<file path="config.mk">
export PLATFORM = sky130hd
export DESIGN_NAME = lsb_first_frame_crc_appender_flat
export DESIGN_NICKNAME = d
export VERILOG_FILES = /design/src/design/lfc_pkg.sv /design/src/design/lfc_in_if.sv /design/src/design/lfc_out_if.sv /design/src/design/lsb_first_frame_crc_appender.sv /design/src/flat_wrapper.sv
export SDC_FILE = /design/constraint.sdc
export NUM_CORES = 1
export LEC_CHECK = 0
export BUFFER_PORTS_ARGS = -buffer_cell sky130_fd_sc_hd__buf_4
export CORE_MARGIN = 2
export CORE_UTILIZATION = 53
export CTS_CLUSTER_SIZE = 24
export DETAILED_ROUTE_END_ITERATION = 7
export MAX_ROUTING_LAYER = met4
export PLACE_DENSITY = 0.72
export SLEW_MARGIN = 20
export SYNTH_ARGS = -nofsm -noshare
export SYNTH_HDL_FRONTEND = slang
export SYNTH_SLANG_ARGS = --single-unit
</file>
<file path="constraint.sdc">
create_clock -name clk_i -period 8.7 [get_ports clk_i]
set_clock_uncertainty 0.05 [all_clocks]
set_input_delay 0.435 -clock clk_i [delete_from_list [all_inputs] [get_ports clk_i]]
set_output_delay 0.435 -clock clk_i [all_outputs]
set_load 0.05 [all_outputs]
</file>
<file path="src/design/lfc_pkg.sv">
// ----------------------------------------------------------------------------
// lfc_pkg
// Types, constants and helper functions of the LSB-first frame CRC appender.
// ----------------------------------------------------------------------------
package lfc_pkg;

  localparam int unsigned CrcW   = 16;
  localparam int unsigned CountW = 5;
  localparam int unsigned CfgIdxW = 2;

  localparam logic [CrcW-1:0]   CrcPoly  = 16'h1021;
  localparam logic [CountW-1:0] CountSat = 5'd31;

  // Reset values of the configuration registers
  localparam logic [CrcW-1:0]   CrcInitRst  = 16'h0000;
  localparam logic [CountW-1:0] CrcSpanRst  = 5'd6;
  localparam logic [CountW-1:0] MaxBytesRst = 5'd10;

  // Configuration register indexes
  localparam logic [CfgIdxW-1:0] CfgCrcInit  = 2'd0;
  localparam logic [CfgIdxW-1:0] CfgCrcSpan  = 2'd1;
  localparam logic [CfgIdxW-1:0] CfgMaxBytes = 2'd2;

  typedef struct packed {
    logic [7:0] line_byte;
    logic       is_crc;
    logic       frame_end;
  } result_t;

  function automatic logic [7:0] flip8(input logic [7:0] v);
    logic [7:0] r;
    for (int i = 0; i < 8; i++) begin
      r[i] = v[7-i];
    end
    return r;
  endfunction

  // One byte of CRC-16, MSB first
  function automatic logic [CrcW-1:0] crc_byte(input logic [CrcW-1:0] crc,
                                               input logic [7:0] b);
    logic [CrcW-1:0] c;
    c = crc ^ {b, 8'h00};
    for (int i = 0; i < 8; i++) begin
      c = c[CrcW-1] ? ({c[CrcW-2:0], 1'b0} ^ CrcPoly) : {c[CrcW-2:0], 1'b0};
    end
    return c;
  endfunction

endpackage

</file>
<file path="src/design/lfc_in_if.sv">
// ----------------------------------------------------------------------------
// lfc_in_if
// Input channel: one payload byte and its end-of-frame mark per transaction.
// ----------------------------------------------------------------------------
interface lfc_in_if;
  logic       valid;
  logic       ready;
  logic [7:0] data_byte;
  logic       last_byte;

  modport source (output valid, output data_byte, output last_byte, input ready);
  modport sink   (input valid, input data_byte, input last_byte, output ready);
endinterface

</file>
<file path="src/design/lfc_out_if.sv">
// ----------------------------------------------------------------------------
// lfc_out_if
// Output channel: one line byte with its CRC and frame-end marks.
// ----------------------------------------------------------------------------
interface lfc_out_if;
  logic       valid;
  logic       ready;
  logic [7:0] line_byte;
  logic       is_crc;
  logic       frame_end;

  modport source (output valid, output line_byte, output is_crc, output frame_end,
                  input ready);
  modport sink   (input valid, input line_byte, input is_crc, input frame_end,
                  output ready);
endinterface

</file>
<file path="src/design/lsb_first_frame_crc_appender.sv">
// ----------------------------------------------------------------------------
// lsb_first_frame_crc_appender
// Bit-reverses payload bytes for LSB-first transmission and appends a
// CRC-16 (poly 0x1021, MSB first) of the leading crc_span bytes per frame.
// ----------------------------------------------------------------------------
//
//  channel   dir  handshake      payload
//  -------   ---  ------------   -------------------------------------
//  in_i      in   valid/ready    data_byte[7:0], last_byte
//  out_o     out  valid/ready    line_byte[7:0], is_crc, frame_end
//  cfg       in   cfg_we_i       cfg_idx_i[1:0], cfg_data_i[15:0]
//
//  Cycles: a byte is processed in the cycle it is accepted; its results land
//  in a four-entry result store and leave one per cycle from its head while
//  out_o.ready is high; then the sustained rate is one input byte per cycle;
//  the byte marked last yields up to three results, so each frame ends in
//  two CRC bytes. Input is taken while at most one result remains after
//  this cycle's pop, so one waiting result never blocks the next byte.
//  Reset: asynchronous, clears the store, the frame counter and the CRC and
//  loads the register defaults (crc_init 0, crc_span 6, max_bytes 10).
//  Stalls: out_o.ready low holds the head result; in_i.ready drops once the
//  store could not take three more results.
//
module lsb_first_frame_crc_appender #(
  parameter int unsigned MAX_FRAME_BYTES = 16
) (
  input  logic                         clk_i,
  input  logic                         rst_ni,
  input  logic                         cfg_we_i,
  input  logic [lfc_pkg::CfgIdxW-1:0]  cfg_idx_i,
  input  logic [lfc_pkg::CrcW-1:0]     cfg_data_i,
  lfc_in_if.sink                       in_i,
  lfc_out_if.source                    out_o
);
  import lfc_pkg::*;

  localparam int unsigned Depth = 4;
  localparam logic [6:0]  MaxFrame = 7'(MAX_FRAME_BYTES);

  // Configuration registers
  logic [CrcW-1:0]   crc_init_q;
  logic [CountW-1:0] crc_span_q;
  logic [CountW-1:0] max_bytes_q;

  // Frame state
  logic [CrcW-1:0]   crc_q, crc_d;
  logic [CountW-1:0] count_q, count_d;

  // Result store: head at entry 0
  result_t    ent_q [Depth];
  result_t    ent_d [Depth];
  result_t    shf   [Depth];
  logic [2:0] cnt_q, cnt_d, cnt_pop;

  logic            accept, pop, emit;
  logic [CrcW-1:0] crc_cur, crc_new;
  result_t         res [3];
  logic [2:0]      n_res, off;

  always_ff @(posedge clk_i or negedge rst_ni) begin
    if (!rst_ni) begin
      crc_init_q  <= CrcInitRst;
      crc_span_q  <= CrcSpanRst;
      max_bytes_q <= MaxBytesRst;
    end else if (cfg_we_i) begin
      case (cfg_idx_i)
        CfgCrcInit:  crc_init_q  <= cfg_data_i;
        CfgCrcSpan:  crc_span_q  <= cfg_data_i[CountW-1:0];
        CfgMaxBytes: max_bytes_q <= cfg_data_i[CountW-1:0];
        default: ;
      endcase
    end
  end

  assign pop          = out_o.valid && out_o.ready;
  assign cnt_pop      = cnt_q - {2'b00, pop};
  assign in_i.ready   = (cnt_pop <= 3'd1);
  assign accept       = in_i.valid && in_i.ready;

  // Per-byte work: CRC update, drop decision, result list
  always_comb begin
    crc_cur = (count_q == '0) ? crc_init_q : crc_q;
    crc_new = (count_q < crc_span_q) ? crc_byte(crc_cur, in_i.data_byte) : crc_cur;
    emit    = (count_q < max_bytes_q) && ({2'b00, count_q} < MaxFrame);

    res[0] = '{line_byte: flip8(in_i.data_byte), is_crc: 1'b0, frame_end: 1'b0};
    res[1] = '{line_byte: flip8(crc_new[15:8]), is_crc: 1'b1, frame_end: 1'b0};
    res[2] = '{line_byte: flip8(crc_new[7:0]), is_crc: 1'b1, frame_end: 1'b1};
    if (!emit) begin
      res[0] = res[1];
      res[1] = res[2];
    end
    n_res = {2'b00, emit} + (in_i.last_byte ? 3'd2 : 3'd0);

    crc_d   = crc_q;
    count_d = count_q;
    if (accept) begin
      if (in_i.last_byte) begin
        crc_d   = crc_init_q;
        count_d = '0;
      end else begin
        crc_d   = crc_new;
        count_d = (count_q < CountSat) ? count_q + 5'd1 : count_q;
      end
    end
  end

  // Store update: shift on pop, then append new results behind the survivors
  always_comb begin
    off = '0;
    for (int i = 0; i < Depth; i++) begin
      shf[i] = (pop && (i < Depth - 1)) ? ent_q[(i + 1) % Depth] : ent_q[i];
    end
    for (int i = 0; i < Depth; i++) begin
      ent_d[i] = shf[i];
      off      = 3'(i) - cnt_pop;
      if (accept && (3'(i) >= cnt_pop) && (off < n_res)) begin
        ent_d[i] = res[off[1:0]];
      end
    end
    cnt_d = cnt_pop + (accept ? n_res : 3'd0);
  end

  always_ff @(posedge clk_i or negedge rst_ni) begin
    if (!rst_ni) begin
      crc_q   <= CrcInitRst;
      count_q <= '0;
      cnt_q   <= '0;
    end else begin
      crc_q   <= crc_d;
      count_q <= count_d;
      cnt_q   <= cnt_d;
    end
  end

  always_ff @(posedge clk_i) begin
    for (int i = 0; i < Depth; i++) begin
      ent_q[i] <= ent_d[i];
    end
  end

  assign out_o.valid     = (cnt_q != '0);
  assign out_o.line_byte = ent_q[0].line_byte;
  assign out_o.is_crc    = ent_q[0].is_crc;
  assign out_o.frame_end = ent_q[0].frame_end;

  // Assertions
  a_cnt_bound: assert property (@(posedge clk_i) disable iff (!rst_ni)
    cnt_q <= 3'(Depth))
    else $error("result store overfilled");

  a_end_is_crc: assert property (@(posedge clk_i) disable iff (!rst_ni)
    out_o.valid && out_o.frame_end |-> out_o.is_crc)
    else $error("frame end on a payload byte");

  a_last_clears: assert property (@(posedge clk_i) disable iff (!rst_ni)
    accept && in_i.last_byte |=> count_q == '0 && out_o.valid)
    else $error("frame state not restarted after last byte");

  a_hold_stall: assert property (@(posedge clk_i) disable iff (!rst_ni)
    out_o.valid && !out_o.ready |=> out_o.valid && $stable(out_o.line_byte))
    else $error("head result changed under stall");

endmodule

</file>
<file path="src/flat_wrapper.sv">
// flat-port wrapper written by rule: the top's interface ports become plain ports
module lsb_first_frame_crc_appender_flat import lfc_pkg::*;
#(
  parameter int unsigned MAX_FRAME_BYTES = 16
)
  (clk_i, rst_ni, cfg_we_i, cfg_idx_i, cfg_data_i, in_i_valid, in_i_data_byte, in_i_last_byte, in_i_ready, out_o_valid, out_o_line_byte, out_o_is_crc, out_o_frame_end, out_o_ready);
  lfc_in_if in_i_i ();
  lfc_out_if out_o_i ();
  input  logic clk_i;
  input  logic rst_ni;
  input  logic cfg_we_i;
  input  logic [lfc_pkg::CfgIdxW-1:0] cfg_idx_i;
  input  logic [lfc_pkg::CrcW-1:0] cfg_data_i;
  input wire logic [$bits(in_i_i.valid)-1:0] in_i_valid;
  input wire logic [$bits(in_i_i.data_byte)-1:0] in_i_data_byte;
  input wire logic [$bits(in_i_i.last_byte)-1:0] in_i_last_byte;
  output wire logic [$bits(in_i_i.ready)-1:0] in_i_ready;
  output wire logic [$bits(out_o_i.valid)-1:0] out_o_valid;
  output wire logic [$bits(out_o_i.line_byte)-1:0] out_o_line_byte;
  output wire logic [$bits(out_o_i.is_crc)-1:0] out_o_is_crc;
  output wire logic [$bits(out_o_i.frame_end)-1:0] out_o_frame_end;
  input wire logic [$bits(out_o_i.ready)-1:0] out_o_ready;
  assign in_i_i.valid = in_i_valid;
  assign in_i_i.data_byte = in_i_data_byte;
  assign in_i_i.last_byte = in_i_last_byte;
  assign in_i_ready = in_i_i.ready;
  assign out_o_valid = out_o_i.valid;
  assign out_o_line_byte = out_o_i.line_byte;
  assign out_o_is_crc = out_o_i.is_crc;
  assign out_o_frame_end = out_o_i.frame_end;
  assign out_o_i.ready = out_o_ready;
  lsb_first_frame_crc_appender #(.MAX_FRAME_BYTES(MAX_FRAME_BYTES)) u_core (.clk_i(clk_i), .rst_ni(rst_ni), .cfg_we_i(cfg_we_i), .cfg_idx_i(cfg_idx_i), .cfg_data_i(cfg_data_i), .in_i(in_i_i), .out_o(out_o_i));
endmodule
</file>
Word-level counts from Yosys, hierarchy flattened --
Memory sizes are Yosys's and may differ from the RTL's. Cells that the tools add are included.
Storage, ports and cells: memories kept 1, ROM bits 0, RAM bits 40, input bits 32, latch bits 0, output and inout port bits 12, flip-flop bits (word level) 50, logic and storage cells 101
Operators by class: equality and inequality tests 2, $mul 0, add/subtract/negate cells 8, mux-type cells 35, shift-type cells 0, reduce and logical (&&, ||, !) cells 19, divide/modulo/power cells 0, bitwise gates (word level) 13, $lt $le $gt $ge 17
Memory list:
- u_core.ent_q | words 4, bits a word 10, read ports 4, clocked after Yosys merged registers in 0, wr ports 4, line lsb_first_frame_crc_appender.sv:50 | result_t ent_q [Depth];
Operators by type and width (number):
- $mux 10 | 15
- $mux 13 | 8
- $bmux 10 s2 | 4
- $mux 16 | 3
- $not 3->3 | 8
- $mux 20 | 1
- $xor 16x16->16 | 1
- $ge 3x3->1 const B | 4
- $lt 3x3->1 | 4
- $not 2->3 | 4
- $logic_and 1x1->1 | 11
- $lt 5x5->1 | 2
- $lt 5x5->1 const B | 2
- $mux 5 | 2
- $reduce_and 2->1 | 4
- $ge 1x3->1 const A | 2
- $ge 2x3->1 const A | 2
- $sub 1x3->3 const A | 2
- $sub 2x3->3 const A | 2
- $add 5x1->5 const B | 1
- $logic_not 5->1 | 1
- $add 1x3->3 | 1
- $add 3x3->3 | 1
- $le 3x1->1 const B | 1
- other kinds (8) | 8

Logic depth before layout (Yosys ltp) --
depth in word-level cells 25, depth in mapped cells 15, gate-level depth less buffers 13

Worst setup path after synthesis --
No wires, ideal clock.
path kind register to register, from register u_core.cnt_q[0] (netlist name), to memory u_core.ent_q[3][0] (netlist bit), enable pin, path buffers 1, data required time 8.216 ns, period minus slack after synthesis 4.567 ns, setup time 0.434 ns, arrival time 4.083 ns, setup slack 4.133 ns, cell stages (with the launch flop) 12, cell sequence dfrtp_1 or3_1 nand2_1 inv_1 ha_1 ha_1 xor2_1 inv_1 ha_1 nand2_1 buf_1 a2111oi_0
RTL lines (line):
- to (decl) | lsb_first_frame_crc_appender.sv:50

==> results.py <==
metrics = {
    "yosys": {
        "yosys_warnings": 0,
        "synth_edf_count": 40,
        "synth_area_mm2": 0.00580,
        "yosys.area.top_type_share": 0.207,
        "synth.yosys.seq_area_share": 0.424,
        "syn_avg_cell_area_um2": 10.0,
        "yosys.area_share.simple": 0.113,
        "synthFlopType": "dfrtp_1",
        "yosysTopAreaCell": "edfxtp_1",
        "synth.mux.area_fraction": 0.124,
        "syn_inst": 578,
        "synth_top_family_by_area": "compound AO/OA/AOI/OAI gates",
        "synth_compound_area_frac": 0.174,
        "async_flop_share": 0.556,
        "synth_seq_cells": 90,
        "synthXorXnorAreaFrac": 0.0813,
        "synth_cell_type_count": 63,
        "syn_nets": 632,
        "yosys-top-cells-area": "edfxtp_1 (21%), dfrtp_1 (20%), mux2_2 (6.0%), mux2i_1 (5.5%), ha_1 (4.5%)",
        "synthAdderAreaFrac": 0.0488,
    },
    "finish": {
        "diodes": 0,
        "drive_gt1_frac": 0.197,
        "num-nets-final": 662,
        "syn_to_final_growth_pct": 11.6,
    },
    "clock_network": {
        "insertion_delay_ns": 0.38,
        "cts-root-buf": "clkbuf_8",
        "post_cts_buffers": 0,
        "clk_pin_slew_ns": 0.09,
        "clk_path_buf_depth": 2,
        "cts_buffers": 9,
        "cts_tree": "done",
        "clock_sinks": 90,
        "ctsHoldBuffers": 0,
        "ctsResizeCount": 0,
        "htree_levels": 3,
    },
    "setup_path": {
        "critPathMaxFanout": 28,
        "critPathMaxStageDelay_ns": 0.91,
        "critPathKind": "flip-flop to flip-flop",
        "cp_cell_sequence": "or3_1 > nand2_1 > inv_1 > ha_1 > ha_1 > clkinv_1 > ha_1 > or4_1 > nand2_1",
        "critPathRequiredTime_ns": 8.67,
        "arrival_ns": 4.88,
        "cp-end-kind": "flip-flop",
        "cp_common_cell": "ha_1",
        "start_kind": "flip-flop",
        "critPathSlowestCell": "ha_1",
    },
    "sta": {
        "fin_crit_sh": 0.565,
        "period_minus_slack_ns": 4.92,
        "setup_violations": 0,
        "drv_slew": 0,
        "slew_headroom": 0.272,
        "rsz0062_at_grt": "false",
        "fmax_ghz": 0.203,
        "hold_viol_final": 0,
        "tns_ns": 0,
        "worst_pin_slew_ns": 1.09,
    },
    "routing": {
        "via_count": 4586,
        "wl_met1_mm": 6.79,
        "dr_wl_met2_mm": 7.12,
        "routed-wl-met3_um": 937,
        "route.detailed.drc": 0,
        "top_layer": "met4",
        "ant_nets": 0,
        "viasPerCell": 6.09,
        "drtPass1Iterations": 5,
        "drt_iter0_markers": 427,
        "postRouteWirelength_mm": 15.2,
        "drt-wirelength-per-cell_um": 20.2,
    },
    "floorplan": {
        "chipWidth_um": 109,
        "num_rows": 38,
        "dieArea_mm2": 0.0118,
        "initial_core_util": 0.540,
        "die_h_um": 109,
        "pin_count": 44,
        "core-area_mm2": 0.0107,
    },
    "flow_run": {
        "maxCapViolCount": 0,
    },
    "status": {
        "status": "complete, no violations",
    },
    "global_route": {
        "grt_max_degree": 51,
        "grt_pass1_wl_mm": 24.5,
        "grt_antenna_before_repair": 0,
        "grt_pass1_vias": 4597,
        "track_usage": 0.285,
        "gr-total-overflow": 0,
    },
    "placed_design": {
        "place.gp.congestion": 1.07,
        "dp_hpwl_mm": 11.0,
        "port_buffers": 43,
    },
    "worst_hold_path": {
        "hp-class": "input pin to async pin",
    },
}
-- cell type report --
type                       count  area, um2
timing repair buffer          52        390
fill                         935       4280
tap                          140        175
clock buffer                   9        124
sequential                    90       2460
inverter                      18       67.6
clock inverter                 7       68.8
multi-input combinational    437       3190
-- synthesized netlist by cell type (3+ instances only) --
library cell and n:
a31oi_1 5, xnor2_1 11, mux2i_1 32, a21o_1 3, o22ai_1 3, nand4_1 3
dfrtp_1 46, dfstp_2 4, and2_1 3, ha_1 21, nand3_1 10, nor3_1 6
o21a_1 3, a211oi_1 7, a21oi_1 51, nor2_1 58, o21ai_2 3, buf_1 6
xnor3_1 7, mux2_2 31, clkbuf_1 25, xor2_1 13, nand2_1 60, o2111ai_1 3
inv_1 17, a32oi_1 4, edfxtp_1 40, o21ai_1 6, o211ai_1 8, o21ai_0 43
-- registers in the layout, indices dropped and copies added (netlist names) --
| signal | count |
|---|---|
| u_core.max_bytes_q | 5 |
| u_core.crc_q | 16 |
| u_core.count_q | 5 |
| u_core.ent_q | 40 |
| u_core.crc_span_q | 5 |
| u_core.crc_init_q | 16 |
| u_core.cnt_q | 3 |
-- stage by stage --
stage	worst slack, ns	cells	instance area [um2]	util	hold slack (ns)
CTS	3.74	753	6460	0.601	0.0401
floorplan	4.13	578	5800	-	0.0894
finish	3.78	753	6470	0.602	0.0252
detailed placement	3.77	737	6260	0.583	0.426
global placement	3.94	737	6260	0.583	0.412
global route	3.42	753	6470	0.602	0.0774
-- critical path: cells and delay by family, from the launching register on --
family,cells,cell delay [ns]
and+or+nand+nor,4,1.85
buffers and inverters,2,0.74
adders and majority gates,3,1.51
DFF,1,0.39
-- path summary, 6_finish.rpt --
check                                 from                     to  slack, ns  cells past startpoint
max in group asynchronous           rst_ni       u_core.crc_q[15]       8.15                      1
min in group clk_i           cfg_data_i[7]   u_core.crc_init_q[7]       0.24                      2
max                        u_core.cnt_q[0]     u_core.ent_q[1][5]       3.78                      9
min reg2reg                u_core.crc_q[1]        u_core.crc_q[1]       0.45                      2
max reg2reg                u_core.cnt_q[0]     u_core.ent_q[1][5]       3.78                      9
min                                 rst_ni  u_core.max_bytes_q[2]       0.03                      1
-- cell usage in the layout (no fill, tap or decap), types with 8 or more instances in the layout --
cell type and n:
nand2_1 60, nand3_1 10, mux2_2 31, clkbuf_8 9
xor2_1 13, inv_1 17, xnor2_1 11, a21oi_1 51
nor2_1 58, edfxtp_1 40, ha_1 21, o21ai_0 43
o211ai_1 8, buf_4 52, mux2i_1 32, dfrtp_1 46
-- per-layer routing --
layer | GRT usage | up-vias
met1 | 0.376 | 2218
met5 | - | -
li1 | - | 2166
met2 | 0.448 | 175
met4 | 0.0952 | 0
met3 | 0.0482 | 27
-- logic make-up (layout without fill, tap and decap cells) --
kind of cell / after synthesis / in the layout
flip-flops: 90 / 90
adder cells (fa/ha/maj): 22 / 22
XOR/XNOR: 36 / 36
multiplexers: 66 / 66
AO/OA/AOI/OAI: 160 / 160
AND/OR/NAND/NOR: 153 / 153
buffers and inverters: 51 / 86
Power is not shown: default switching activity piles up to over one toggle a cycle in this logic, so the estimate is an artifact.
